===== src/mcap_pkg.sv =====
// ----------------------------------------------------------------------------
// mcap_pkg: shared definitions for the multichannel average-to-position unit
// Holds the sizes, register indexes, calibration field layout and the
// command and status bundles between the controller and the datapath.
// ----------------------------------------------------------------------------
package mcap_pkg;

  // Channel and window geometry.
  localparam int CHANNELS    = 5;
  localparam int WINDOW      = 10;
  localparam int SAMPLE_BITS = 10;
  localparam int CH_W        = 3;
  localparam int SLOT_W      = $clog2(WINDOW);
  localparam int TOTAL_W     = $clog2(WINDOW * ((1 << SAMPLE_BITS) - 1) + 1);
  localparam int RING_DEPTH  = CHANNELS * WINDOW;
  localparam int RING_AW     = $clog2(RING_DEPTH);

  // Calibration word layout: min count, max count, range in Q8.8 mm.
  localparam int COUNT_W   = 10;
  localparam int RANGE_W   = 16;
  localparam int CAL_W     = 36;
  localparam int MIN_LSB   = 0;
  localparam int MAX_LSB   = 10;
  localparam int RANGE_LSB = 20;
  localparam logic [CAL_W-1:0] CAL_RESET = 36'd6711859300;

  // Register map.
  localparam int CFG_IDX_W = 3;
  localparam logic [CFG_IDX_W-1:0] REG_CAL_LAST = CFG_IDX_W'(CHANNELS - 1);
  localparam logic [CFG_IDX_W-1:0] REG_ENABLE   = CFG_IDX_W'(CHANNELS);

  // Division of the window total by a constant: reciprocal and one correction.
  localparam int RECIP_SH = TOTAL_W;
  localparam int RECIP_W  = RECIP_SH + 1;
  localparam logic [RECIP_W-1:0] RECIP = RECIP_W'((1 << RECIP_SH) / WINDOW);
  localparam int PROD_W   = TOTAL_W + RECIP_W;

  // Position divider: two quotient bits per cycle.
  localparam int NUM_W     = COUNT_W + RANGE_W;
  localparam int DIV_STEPS = (NUM_W + 1) / 2;
  localparam int DIV_W     = 2 * DIV_STEPS;
  localparam int CNT_W     = $clog2(DIV_STEPS);

  // Commands from the controller to the datapath.
  typedef struct packed {
    logic load;
    logic read;
    logic update;
    logic recip;
    logic avg;
    logic mul;
    logic div_step;
    logic emit;
  } mcap_cmd_t;

  // Status from the datapath to the controller.
  typedef struct packed {
    logic take;
    logic out_full;
  } mcap_status_t;

endpackage


===== src/mcap_dp.sv =====
// ----------------------------------------------------------------------------
// mcap_dp: datapath of the multichannel average-to-position unit
// Configuration registers, per-channel sample rings and running totals,
// the window average, the calibration product, the iterative divider and
// the output register.
// ----------------------------------------------------------------------------
module mcap_dp
  import mcap_pkg::*;
(
  input  logic                   clk,
  input  logic                   rst,
  input  logic                   cfg_we,
  input  logic [CFG_IDX_W-1:0]   cfg_index,
  input  logic [CAL_W-1:0]       cfg_data,
  input  logic [CH_W-1:0]        channel,
  input  logic [SAMPLE_BITS-1:0] sample,
  input  mcap_cmd_t              cmd,
  output mcap_status_t           st,
  input  logic                   out_ready,
  output logic                   out_valid,
  output logic [CH_W-1:0]        out_channel,
  output logic [COUNT_W-1:0]     filtered_count,
  output logic [RANGE_W-1:0]     position
);

  // Configuration and per-channel state.
  logic [CAL_W-1:0]    cal_word     [CHANNELS];
  logic [CHANNELS-1:0] enable_mask;
  logic [SLOT_W-1:0]   write_slot   [CHANNELS];
  logic [TOTAL_W-1:0]  window_total [CHANNELS];

  // Ring memory with one valid bit per entry.
  logic [SAMPLE_BITS-1:0] ring [RING_DEPTH];
  logic [RING_DEPTH-1:0]  ring_vld;
  logic [SAMPLE_BITS-1:0] ring_q;
  logic                   ring_vld_q;

  // Item registers.
  logic [CH_W-1:0]        ch_r;
  logic [SAMPLE_BITS-1:0] smp_r;
  logic [RING_AW-1:0]     addr_r;
  logic [TOTAL_W-1:0]     total_r;
  logic [PROD_W-1:0]      prod_r;
  logic [COUNT_W-1:0]     avg_r;
  logic [DIV_W-1:0]       quo;
  logic [COUNT_W-1:0]     rem;
  logic [COUNT_W-1:0]     den_r;
  logic                   neg_r;
  logic                   zden_r;

  // Combinational values.
  logic [RING_AW-1:0]     addr_c;
  logic [SLOT_W-1:0]      slot_c;
  logic [SAMPLE_BITS-1:0] old_c;
  logic [TOTAL_W-1:0]     total_new;
  logic [TOTAL_W-1:0]     q_est;
  logic [TOTAL_W-1:0]     r_est;
  logic [TOTAL_W-1:0]     q_fix;
  logic [COUNT_W-1:0]     cal_lo;
  logic [COUNT_W-1:0]     cal_hi;
  logic [RANGE_W-1:0]     cal_rng;
  logic [COUNT_W-1:0]     diff_mag;
  logic [COUNT_W-1:0]     den_mag;
  logic                   a_lt;
  logic                   d_lt;
  logic [DIV_W-1:0]       quo_next;
  logic [COUNT_W-1:0]     rem_next;
  logic [RANGE_W-1:0]     pos_c;

  // Item acceptance decision and output back-pressure.
  assign st.take     = (channel < CH_W'(CHANNELS)) && enable_mask[channel];
  assign st.out_full = out_valid && !out_ready;

  // Configuration writes; indexes beyond the register list are ignored.
  always_ff @(posedge clk) begin
    if (rst) begin
      for (int c = 0; c < CHANNELS; c++) begin
        cal_word[c] <= CAL_RESET;
      end
      enable_mask <= '0;
    end else if (cfg_we) begin
      if (cfg_index <= REG_CAL_LAST) begin
        cal_word[cfg_index] <= cfg_data;
      end else if (cfg_index == REG_ENABLE) begin
        enable_mask <= cfg_data[CHANNELS-1:0];
      end
    end
  end

  // Ring address of the entry to overwrite.
  assign slot_c = write_slot[ch_r];
  assign addr_c = RING_AW'(ch_r) * RING_AW'(WINDOW) + RING_AW'(slot_c);
  assign old_c  = ring_vld_q ? ring_q : '0;

  // Ring memory: registered read, single write port.
  always_ff @(posedge clk) begin
    if (cmd.read) begin
      ring_q <= ring[addr_c];
    end
    if (cmd.update) begin
      ring[addr_r] <= smp_r;
    end
  end

  // Valid bits stand in for clearing the ring at reset.
  always_ff @(posedge clk) begin
    if (rst) begin
      ring_vld   <= '0;
      ring_vld_q <= 1'b0;
    end else begin
      if (cmd.read) begin
        ring_vld_q <= ring_vld[addr_c];
      end
      if (cmd.update) begin
        ring_vld[addr_r] <= 1'b1;
      end
    end
  end

  // Running total with the oldest sample replaced by the new one.
  assign total_new = window_total[ch_r] - TOTAL_W'(old_c) + TOTAL_W'(smp_r);

  // Per-channel slot pointer and running total.
  always_ff @(posedge clk) begin
    if (rst) begin
      for (int c = 0; c < CHANNELS; c++) begin
        write_slot[c]   <= '0;
        window_total[c] <= '0;
      end
    end else if (cmd.update) begin
      window_total[ch_r] <= total_new;
      if (slot_c == SLOT_W'(WINDOW - 1)) begin
        write_slot[ch_r] <= '0;
      end else begin
        write_slot[ch_r] <= slot_c + SLOT_W'(1);
      end
    end
  end

  // Window average: the reciprocal estimate is low by at most one.
  assign q_est = TOTAL_W'(prod_r >> RECIP_SH);
  assign r_est = total_r - TOTAL_W'(q_est * TOTAL_W'(WINDOW));
  assign q_fix = (r_est >= TOTAL_W'(WINDOW)) ? q_est + TOTAL_W'(1) : q_est;

  // Calibration fields of the current channel.
  assign cal_lo  = cal_word[ch_r][MIN_LSB +: COUNT_W];
  assign cal_hi  = cal_word[ch_r][MAX_LSB +: COUNT_W];
  assign cal_rng = cal_word[ch_r][RANGE_LSB +: RANGE_W];

  // Signed numerator and denominator split into magnitude and sign.
  assign a_lt     = avg_r < cal_lo;
  assign d_lt     = cal_hi < cal_lo;
  assign diff_mag = a_lt ? cal_lo - avg_r : avg_r - cal_lo;
  assign den_mag  = d_lt ? cal_lo - cal_hi : cal_hi - cal_lo;

  // Two restoring division steps per cycle.
  always_comb begin
    logic [COUNT_W:0] rsh;
    logic [COUNT_W-1:0] r;
    logic [DIV_W-1:0] q;
    r = rem;
    q = quo;
    for (int k = 0; k < 2; k++) begin
      rsh = {r, q[DIV_W-1]};
      q   = {q[DIV_W-2:0], 1'b0};
      if (rsh >= {1'b0, den_r}) begin
        rsh  = rsh - {1'b0, den_r};
        q[0] = 1'b1;
      end
      r = rsh[COUNT_W-1:0];
    end
    quo_next = q;
    rem_next = r;
  end

  // Clamp the quotient to [0, range]; equal calibration points give zero.
  always_comb begin
    if (zden_r || neg_r) begin
      pos_c = '0;
    end else if (quo > DIV_W'(cal_rng)) begin
      pos_c = cal_rng;
    end else begin
      pos_c = quo[RANGE_W-1:0];
    end
  end

  // Item pipeline registers.
  always_ff @(posedge clk) begin
    if (cmd.load) begin
      ch_r  <= channel;
      smp_r <= sample;
    end
    if (cmd.read) begin
      addr_r <= addr_c;
    end
    if (cmd.update) begin
      total_r <= total_new;
    end
    if (cmd.recip) begin
      prod_r <= PROD_W'(total_r) * PROD_W'(RECIP);
    end
    if (cmd.avg) begin
      avg_r <= COUNT_W'(q_fix);
    end
    if (cmd.mul) begin
      quo    <= DIV_W'(diff_mag) * DIV_W'(cal_rng);
      rem    <= '0;
      den_r  <= den_mag;
      neg_r  <= a_lt ^ d_lt;
      zden_r <= (cal_hi == cal_lo);
    end else if (cmd.div_step) begin
      quo <= quo_next;
      rem <= rem_next;
    end
  end

  // Output register.
  always_ff @(posedge clk) begin
    if (rst) begin
      out_valid <= 1'b0;
    end else if (cmd.emit) begin
      out_valid <= 1'b1;
    end else if (out_ready) begin
      out_valid <= 1'b0;
    end
  end

  always_ff @(posedge clk) begin
    if (cmd.emit) begin
      out_channel    <= ch_r;
      filtered_count <= avg_r;
      position       <= pos_c;
    end
  end

endmodule


===== src/mcap_ctrl.sv =====
// ----------------------------------------------------------------------------
// mcap_ctrl: controller of the multichannel average-to-position unit
// Sequences one item through ring update, averaging, calibration product,
// division and the hand-off to the output register.
// ----------------------------------------------------------------------------
module mcap_ctrl
  import mcap_pkg::*;
(
  input  logic         clk,
  input  logic         rst,
  input  logic         in_valid,
  output logic         in_ready,
  input  mcap_status_t st,
  output mcap_cmd_t    cmd
);

  typedef enum logic [7:0] {
    S_IDLE   = 8'b0000_0001,
    S_READ   = 8'b0000_0010,
    S_UPDATE = 8'b0000_0100,
    S_RECIP  = 8'b0000_1000,
    S_AVG    = 8'b0001_0000,
    S_MUL    = 8'b0010_0000,
    S_DIV    = 8'b0100_0000,
    S_FINISH = 8'b1000_0000
  } state_t;

  state_t           state;
  state_t           state_next;
  logic [CNT_W-1:0] cnt;
  logic [CNT_W-1:0] cnt_next;

  assign in_ready = (state == S_IDLE);

  // Next state and datapath commands.
  always_comb begin
    state_next = state;
    cnt_next   = cnt;
    cmd        = '0;
    case (state)
      S_IDLE: begin
        if (in_valid && st.take) begin
          cmd.load   = 1'b1;
          state_next = S_READ;
        end
      end
      S_READ: begin
        cmd.read   = 1'b1;
        state_next = S_UPDATE;
      end
      S_UPDATE: begin
        cmd.update = 1'b1;
        state_next = S_RECIP;
      end
      S_RECIP: begin
        cmd.recip  = 1'b1;
        state_next = S_AVG;
      end
      S_AVG: begin
        cmd.avg    = 1'b1;
        state_next = S_MUL;
      end
      S_MUL: begin
        cmd.mul    = 1'b1;
        cnt_next   = CNT_W'(DIV_STEPS - 1);
        state_next = S_DIV;
      end
      S_DIV: begin
        cmd.div_step = 1'b1;
        cnt_next     = cnt - CNT_W'(1);
        if (cnt == '0) begin
          state_next = S_FINISH;
        end
      end
      S_FINISH: begin
        if (!st.out_full) begin
          cmd.emit   = 1'b1;
          state_next = S_IDLE;
        end
      end
      default: begin
        state_next = S_IDLE;
      end
    endcase
  end

  // State register.
  always_ff @(posedge clk) begin
    if (rst) begin
      state <= S_IDLE;
      cnt   <= '0;
    end else begin
      state <= state_next;
      cnt   <= cnt_next;
    end
  end

endmodule


===== src/multichannel_average_to_position_unit.sv =====
// ----------------------------------------------------------------------------
// multichannel_average_to_position_unit: moving average with linear
// calibration to a position in Q8.8 millimetres, for five channels.
// ----------------------------------------------------------------------------
// One item is worked on at a time. An enabled item goes from acceptance
// to its result in the output register through the ring read, the total
// update, the reciprocal multiply, the average correction and the
// calibration multiply, then the divider that retires two quotient bits a
// cycle, and a last step that loads the result. in_ready returns once the
// result is loaded, so no new item is taken before the last one is through;
// a result left waiting holds the next item in its last step. Items for a
// disabled or nonexistent channel are taken and produce no result.
// Configuration registers are to be written only while the block is idle;
// the block itself does not enforce this.
// ----------------------------------------------------------------------------
module multichannel_average_to_position_unit
  import mcap_pkg::*;
(
  input  logic                   clk,
  input  logic                   rst,
  input  logic                   cfg_we,
  input  logic [CFG_IDX_W-1:0]   cfg_index,
  input  logic [CAL_W-1:0]       cfg_data,
  input  logic                   in_valid,
  output logic                   in_ready,
  input  logic [CH_W-1:0]        channel,
  input  logic [SAMPLE_BITS-1:0] sample,
  output logic                   out_valid,
  input  logic                   out_ready,
  output logic [CH_W-1:0]        out_channel,
  output logic [COUNT_W-1:0]     filtered_count,
  output logic [RANGE_W-1:0]     position
);

  mcap_cmd_t    cmd;
  mcap_status_t st;

  // Sequencer.
  mcap_ctrl u_ctrl (
    .clk      (clk),
    .rst      (rst),
    .in_valid (in_valid),
    .in_ready (in_ready),
    .st       (st),
    .cmd      (cmd)
  );

  // Arithmetic and storage.
  mcap_dp u_dp (
    .clk            (clk),
    .rst            (rst),
    .cfg_we         (cfg_we),
    .cfg_index      (cfg_index),
    .cfg_data       (cfg_data),
    .channel        (channel),
    .sample         (sample),
    .cmd            (cmd),
    .st             (st),
    .out_ready      (out_ready),
    .out_valid      (out_valid),
    .out_channel    (out_channel),
    .filtered_count (filtered_count),
    .position       (position)
  );

  // A result only appears after the controller hands it to the output register.
  a_emit_before_valid: assert property (@(posedge clk) disable iff (rst)
    $rose(out_valid) |-> $past(cmd.emit))
    else $error("result appeared without an emit command");

  // The controller issues at most one datapath command per cycle.
  a_one_cmd: assert property (@(posedge clk) disable iff (rst)
    $onehot0(cmd))
    else $error("more than one datapath command at once");

  // A dropped item leaves the block ready for the next one.
  a_drop_stays_idle: assert property (@(posedge clk) disable iff (rst)
    (in_valid && in_ready && !st.take) |=> in_ready)
    else $error("dropped item started processing");

  // The output register is never overwritten while a result waits.
  a_no_overwrite: assert property (@(posedge clk) disable iff (rst)
    cmd.emit |-> !(out_valid && !out_ready))
    else $error("pending result overwritten");

endmodule


===== config.mk =====
export PLATFORM = sky130hd
export DESIGN_NAME = multichannel_average_to_position_unit
export DESIGN_NICKNAME = d
export VERILOG_FILES = /design/src/mcap_pkg.sv /design/src/mcap_dp.sv /design/src/mcap_ctrl.sv /design/src/multichannel_average_to_position_unit.sv
export SDC_FILE = /design/constraint.sdc
export NUM_CORES = 2
export LEC_CHECK = 0
export ABC_AREA = 1
export CAP_MARGIN = 20
export CORE_AREA = 2 2 367 369
export CTS_BUF_LIST = sky130_fd_sc_hd__clkbuf_16
export CTS_CLUSTER_DIAMETER = 120
export CTS_CLUSTER_SIZE = 25
export DETAILED_ROUTE_END_ITERATION = 8
export DIE_AREA = 0 0 369 371
export DONT_BUFFER_PORTS = 1
export PLACE_DENSITY = 0.64
export SYNTH_ARGS = -nofsm -noshare
export SYNTH_HDL_FRONTEND = slang
export SYNTH_HIERARCHICAL = 1
export SYNTH_SLANG_ARGS = --single-unit

===== constraint.sdc =====
create_clock -name clk -period 25.2 [get_ports clk]
set_input_delay 5.04 -clock clk [delete_from_list [all_inputs] [get_ports clk]]
set_output_delay 5.04 -clock clk [all_outputs]
set_load 0.05 [all_outputs]

==> flow_metrics.py <==
metrics = {
    "synthesis": {
        "avgSynthCellArea_um2": 10.3,
        "ys_seq_elements": 1145,
        "ys_seq_area_frac": 0.564,
        "ys_types": 61,
        "async_reset_ff_frac": 0,
        "netlist_area_um2": 59500,
        "netlist.area_leader.share": 0.536,
        "yosysWarnings": 6,
        "synthTopCellsByArea": "edfxtp_1 54%, nor2_1 6.7%, ha_1 5.6%",
        "synth_cells": 5763,
        "yosys.area.top_type": "edfxtp_1",
        "synthTopCellsByCount": "1,063 x edfxtp_1, 1,063 x nor2_1, 637 x inv_1",
        "synth_edf_count": 1063,
        "synth_ff_type": "edfxtp_1",
    },
    "setup_path": {
        "critPathBufInv": 9,
        "path_class": "reg2reg",
        "worstRegToRegCells": 38,
        "slowest_delay_ns": 0.87,
        "critPathCaptureType": "register",
        "cp.arrival_ns": 11.05,
        "worstReg2RegEnd": "u_dp/quo[20]$_DFFE_PP_",
        "start_kind": "register",
        "critPathMaxFanout": 68,
        "r2r_setup_slack_ns": 14.59,
        "crit_family": "adder cells",
        "cp.required_ns": 25.64,
        "crit_slowest_cell": "dfxtp_4",
    },
    "min_path": {
        "hold_path.class": "reg2reg",
        "min_from": "u_ctrl/cnt[1]$_SDFFE_PP0P_",
        "holdPathEnd": "u_ctrl/cnt[1]$_SDFFE_PP0P_",
        "hold_depth": 2,
    },
    "routing": {
        "viasPerCell": 5.40,
        "ant_nets": 0,
        "dr.pass1.iters": 6,
        "post_drt_wl_per_cell_um": 20.0,
        "routed_wirelength_mm": 151,
        "drtIter0Drc": 3958,
        "vias": 40800,
        "drcViolationCount": 0,
    },
    "timing": {
        "slew_headroom": 0.258,
        "drv_slew": 0,
        "hold_viol": 0,
        "fmaxAchievable_mhz": 94.2,
        "tightest_slew_ns": 1.11,
        "rsz0062_at_grt": "no",
        "setup_viol": 0,
        "finalSetupTns_ns": 0,
        "finalCritPeriodShare": 0.421,
        "skew_ns": 0.0427,
        "min_period_ns": 10.61,
    },
    "global_route": {
        "grt_pass1_vias": 39600,
        "gr-total-overflow": 0,
        "grt_max_degree": 153,
        "grt_pass1_wl_mm": 231,
        "grt_usage": 0.217,
        "antenna_found_initial": 4,
    },
    "clocking": {
        "cts_tree": "built",
        "root_buffer": "clkbuf_16",
        "cts_hold_buffers": 0,
        "clock-sinks": 1145,
        "insertion_delay_ns": 0.71,
        "cts_made_buffers": 51,
        "postCtsSetupBuffers": 0,
        "clk_path_buf_depth": 3,
        "clk_pin_slew_ns": 0.11,
        "cts_resized": 0,
        "htreeDepth": 2,
    },
    "die": {
        "rows": 134,
        "die_x_um": 369,
        "core-area_um2": 133000,
        "floorplan.die_area_um2": 137000,
        "die_h_um": 371,
        "start_util": 0.448,
        "io_pins": 88,
    },
    "place": {
        "dpl.hpwl_mm": 101,
        "gp_congestion": 0.909,
        "io_buffers": 0,
        "placed_area_um2": 61600,
    },
    "cells_and_area": {
        "final_area_um2": 63400,
        "seq_area_um2": 33600,
        "fillers": 12200,
        "drive_above_1_share": 0.0430,
        "fin_nets": 6234,
        "syn_to_final_growth_pct": 6.45,
        "multi_input_area_um2": 22800,
    },
    "power": {
        "pwr_density_cell_nw_per_um2": 127,
        "p_leak_uw": 0.0248,
        "peakVddDrop_v": 0.000272,
        "total_power_uw": 8050,
    },
    "outcome": {
        "run_status": "finished, final reports clean",
    },
    "run": {
        "maxCapViolCount": 0,
    },
}
==> sequential cells by signal, summed over array words and instances, names as in the netlist, 6 cells and up, named ones only <==
signal,count
u_dp/avg_r,10
u_dp/position,16
u_dp/write_slot,32
u_dp/filtered_count,10
u_dp/den_r,10
u_dp/rem,10
u_dp/total_r,14
u_dp/prod_r,11
u_dp/ring,500
u_dp/ring_vld,50
u_dp/addr_r,6
u_dp/smp_r,10
u_dp/ring_q,10
u_ctrl/state,8
u_dp/window_total,112
u_dp/cal_word,288
u_dp/quo,26
==> routing by layer <==
metal  track usage  share of wire  vias to the layer above
met5             0        0.00017                        -
met2         0.363           0.47                     1181
met1         0.293           0.43                    20000
met3        0.0313          0.066                      204
met4        0.0688          0.031                        4
li1              -              -                    19500
==> how the worst max path moves through the flow <==
stage | slack (ns) | to | cells past startpoint
detailed placement | 14.70 | u_dp/quo[20]$_DFFE_PP_ | 38
CTS | 14.66 | u_dp/quo[20]$_DFFE_PP_ | 38
global placement | 14.79 | u_dp/quo[20]$_DFFE_PP_ | 38
floorplan | 16.63 | u_dp/filtered_count[0]$_DFFE_PP_ | 2
global route | 13.83 | u_dp/quo[20]$_DFFE_PP_ | 38
finish | 14.59 | u_dp/quo[20]$_DFFE_PP_ | 38
==> tightest hold or removal path: stages, from the launching register on <==
cell     delay [ns]
dfxtp_1        0.33
nand2_1        0.06
a21oi_1        0.05
==> through the flow <==
step	hold slack, ns	std cells	setup slack [ns]	utilization
floorplan	0.426	5870	16.63	-
finish	0.462	7559	14.59	0.477
CTS	0.462	7538	14.66	0.475
detailed placement	0.444	7442	14.70	0.464
global route	0.488	7557	13.83	0.477
global placement	0.441	7435	14.79	0.463
==> area by class of cell <==
type                       count  share of cell area
antenna                        2           0.0000790
clock buffer                  52              0.0205
clock inverter                44             0.00326
inverter                     650              0.0388
multi-input combinational   3810               0.360
sequential                  1145               0.530
tap                         1768              0.0349
timing repair buffer          88              0.0122
==> power breakdown <==
part	leakage [uW]	internal (uW)	switching, uW
combinational	0.0134	1720	3150
clock	0.000882	381	586
sequential	0.0106	2170	43.3
==> cells by family (layout without fill, tap and decap cells) <==
| logic type | count (synthesis) | after routing | share of synthesized area |
|---|---|---|---|
| AO/OA/AOI/OAI | 1094 | 1094 | 0.104 |
| XOR/XNOR | 107 | 107 | 0.0157 |
| adder cells (fa/ha/maj) | 431 | 431 | 0.111 |
| buffers and inverters | 915 | 834 | 0.0610 |
| flip-flops | 1145 | 1145 | 0.564 |
| multiplexers | 6 | 6 | 0.00107 |
| other | 1 | 110 | 0.0000630 |
| AND/OR/NAND/NOR | 2064 | 2064 | 0.143 |
==> placed cells by master (no fill, tap or decap), types with 7 or more instances in the layout <==
cell | netlist | routed
edfxtp_1 | 1063 | 1063
clkbuf_16 | 0 | 52
dfxtp_1 | 82 | 80
a21o_1 | 11 | 11
a21oi_1 | 170 | 170
nand3b_1 | 24 | 24
a31oi_1 | 10 | 10
nand3_1 | 244 | 244
ha_1 | 266 | 265
inv_1 | 637 | 677
or2_2 | 9 | 9
o21a_1 | 7 | 7
o21ai_0 | 596 | 595
a21boi_0 | 12 | 12
buf_6 | 9 | 8
xor2_1 | 71 | 69
o221ai_1 | 17 | 17
fa_1 | 165 | 164
nand2_1 | 600 | 595
xnor2_1 | 36 | 36
nand4_1 | 30 | 30
nand2_2 | 20 | 24
o22ai_1 | 114 | 114
o21ai_1 | 17 | 18
o211ai_1 | 96 | 96
nand3_2 | 7 | 7
buf_4 | 10 | 74
nor3_1 | 30 | 27
conb_1 | 1 | 108
nor2_1 | 1063 | 1061
nor2_2 | 18 | 19
o21bai_1 | 14 | 14
Power figures use the tool's default switching activity.
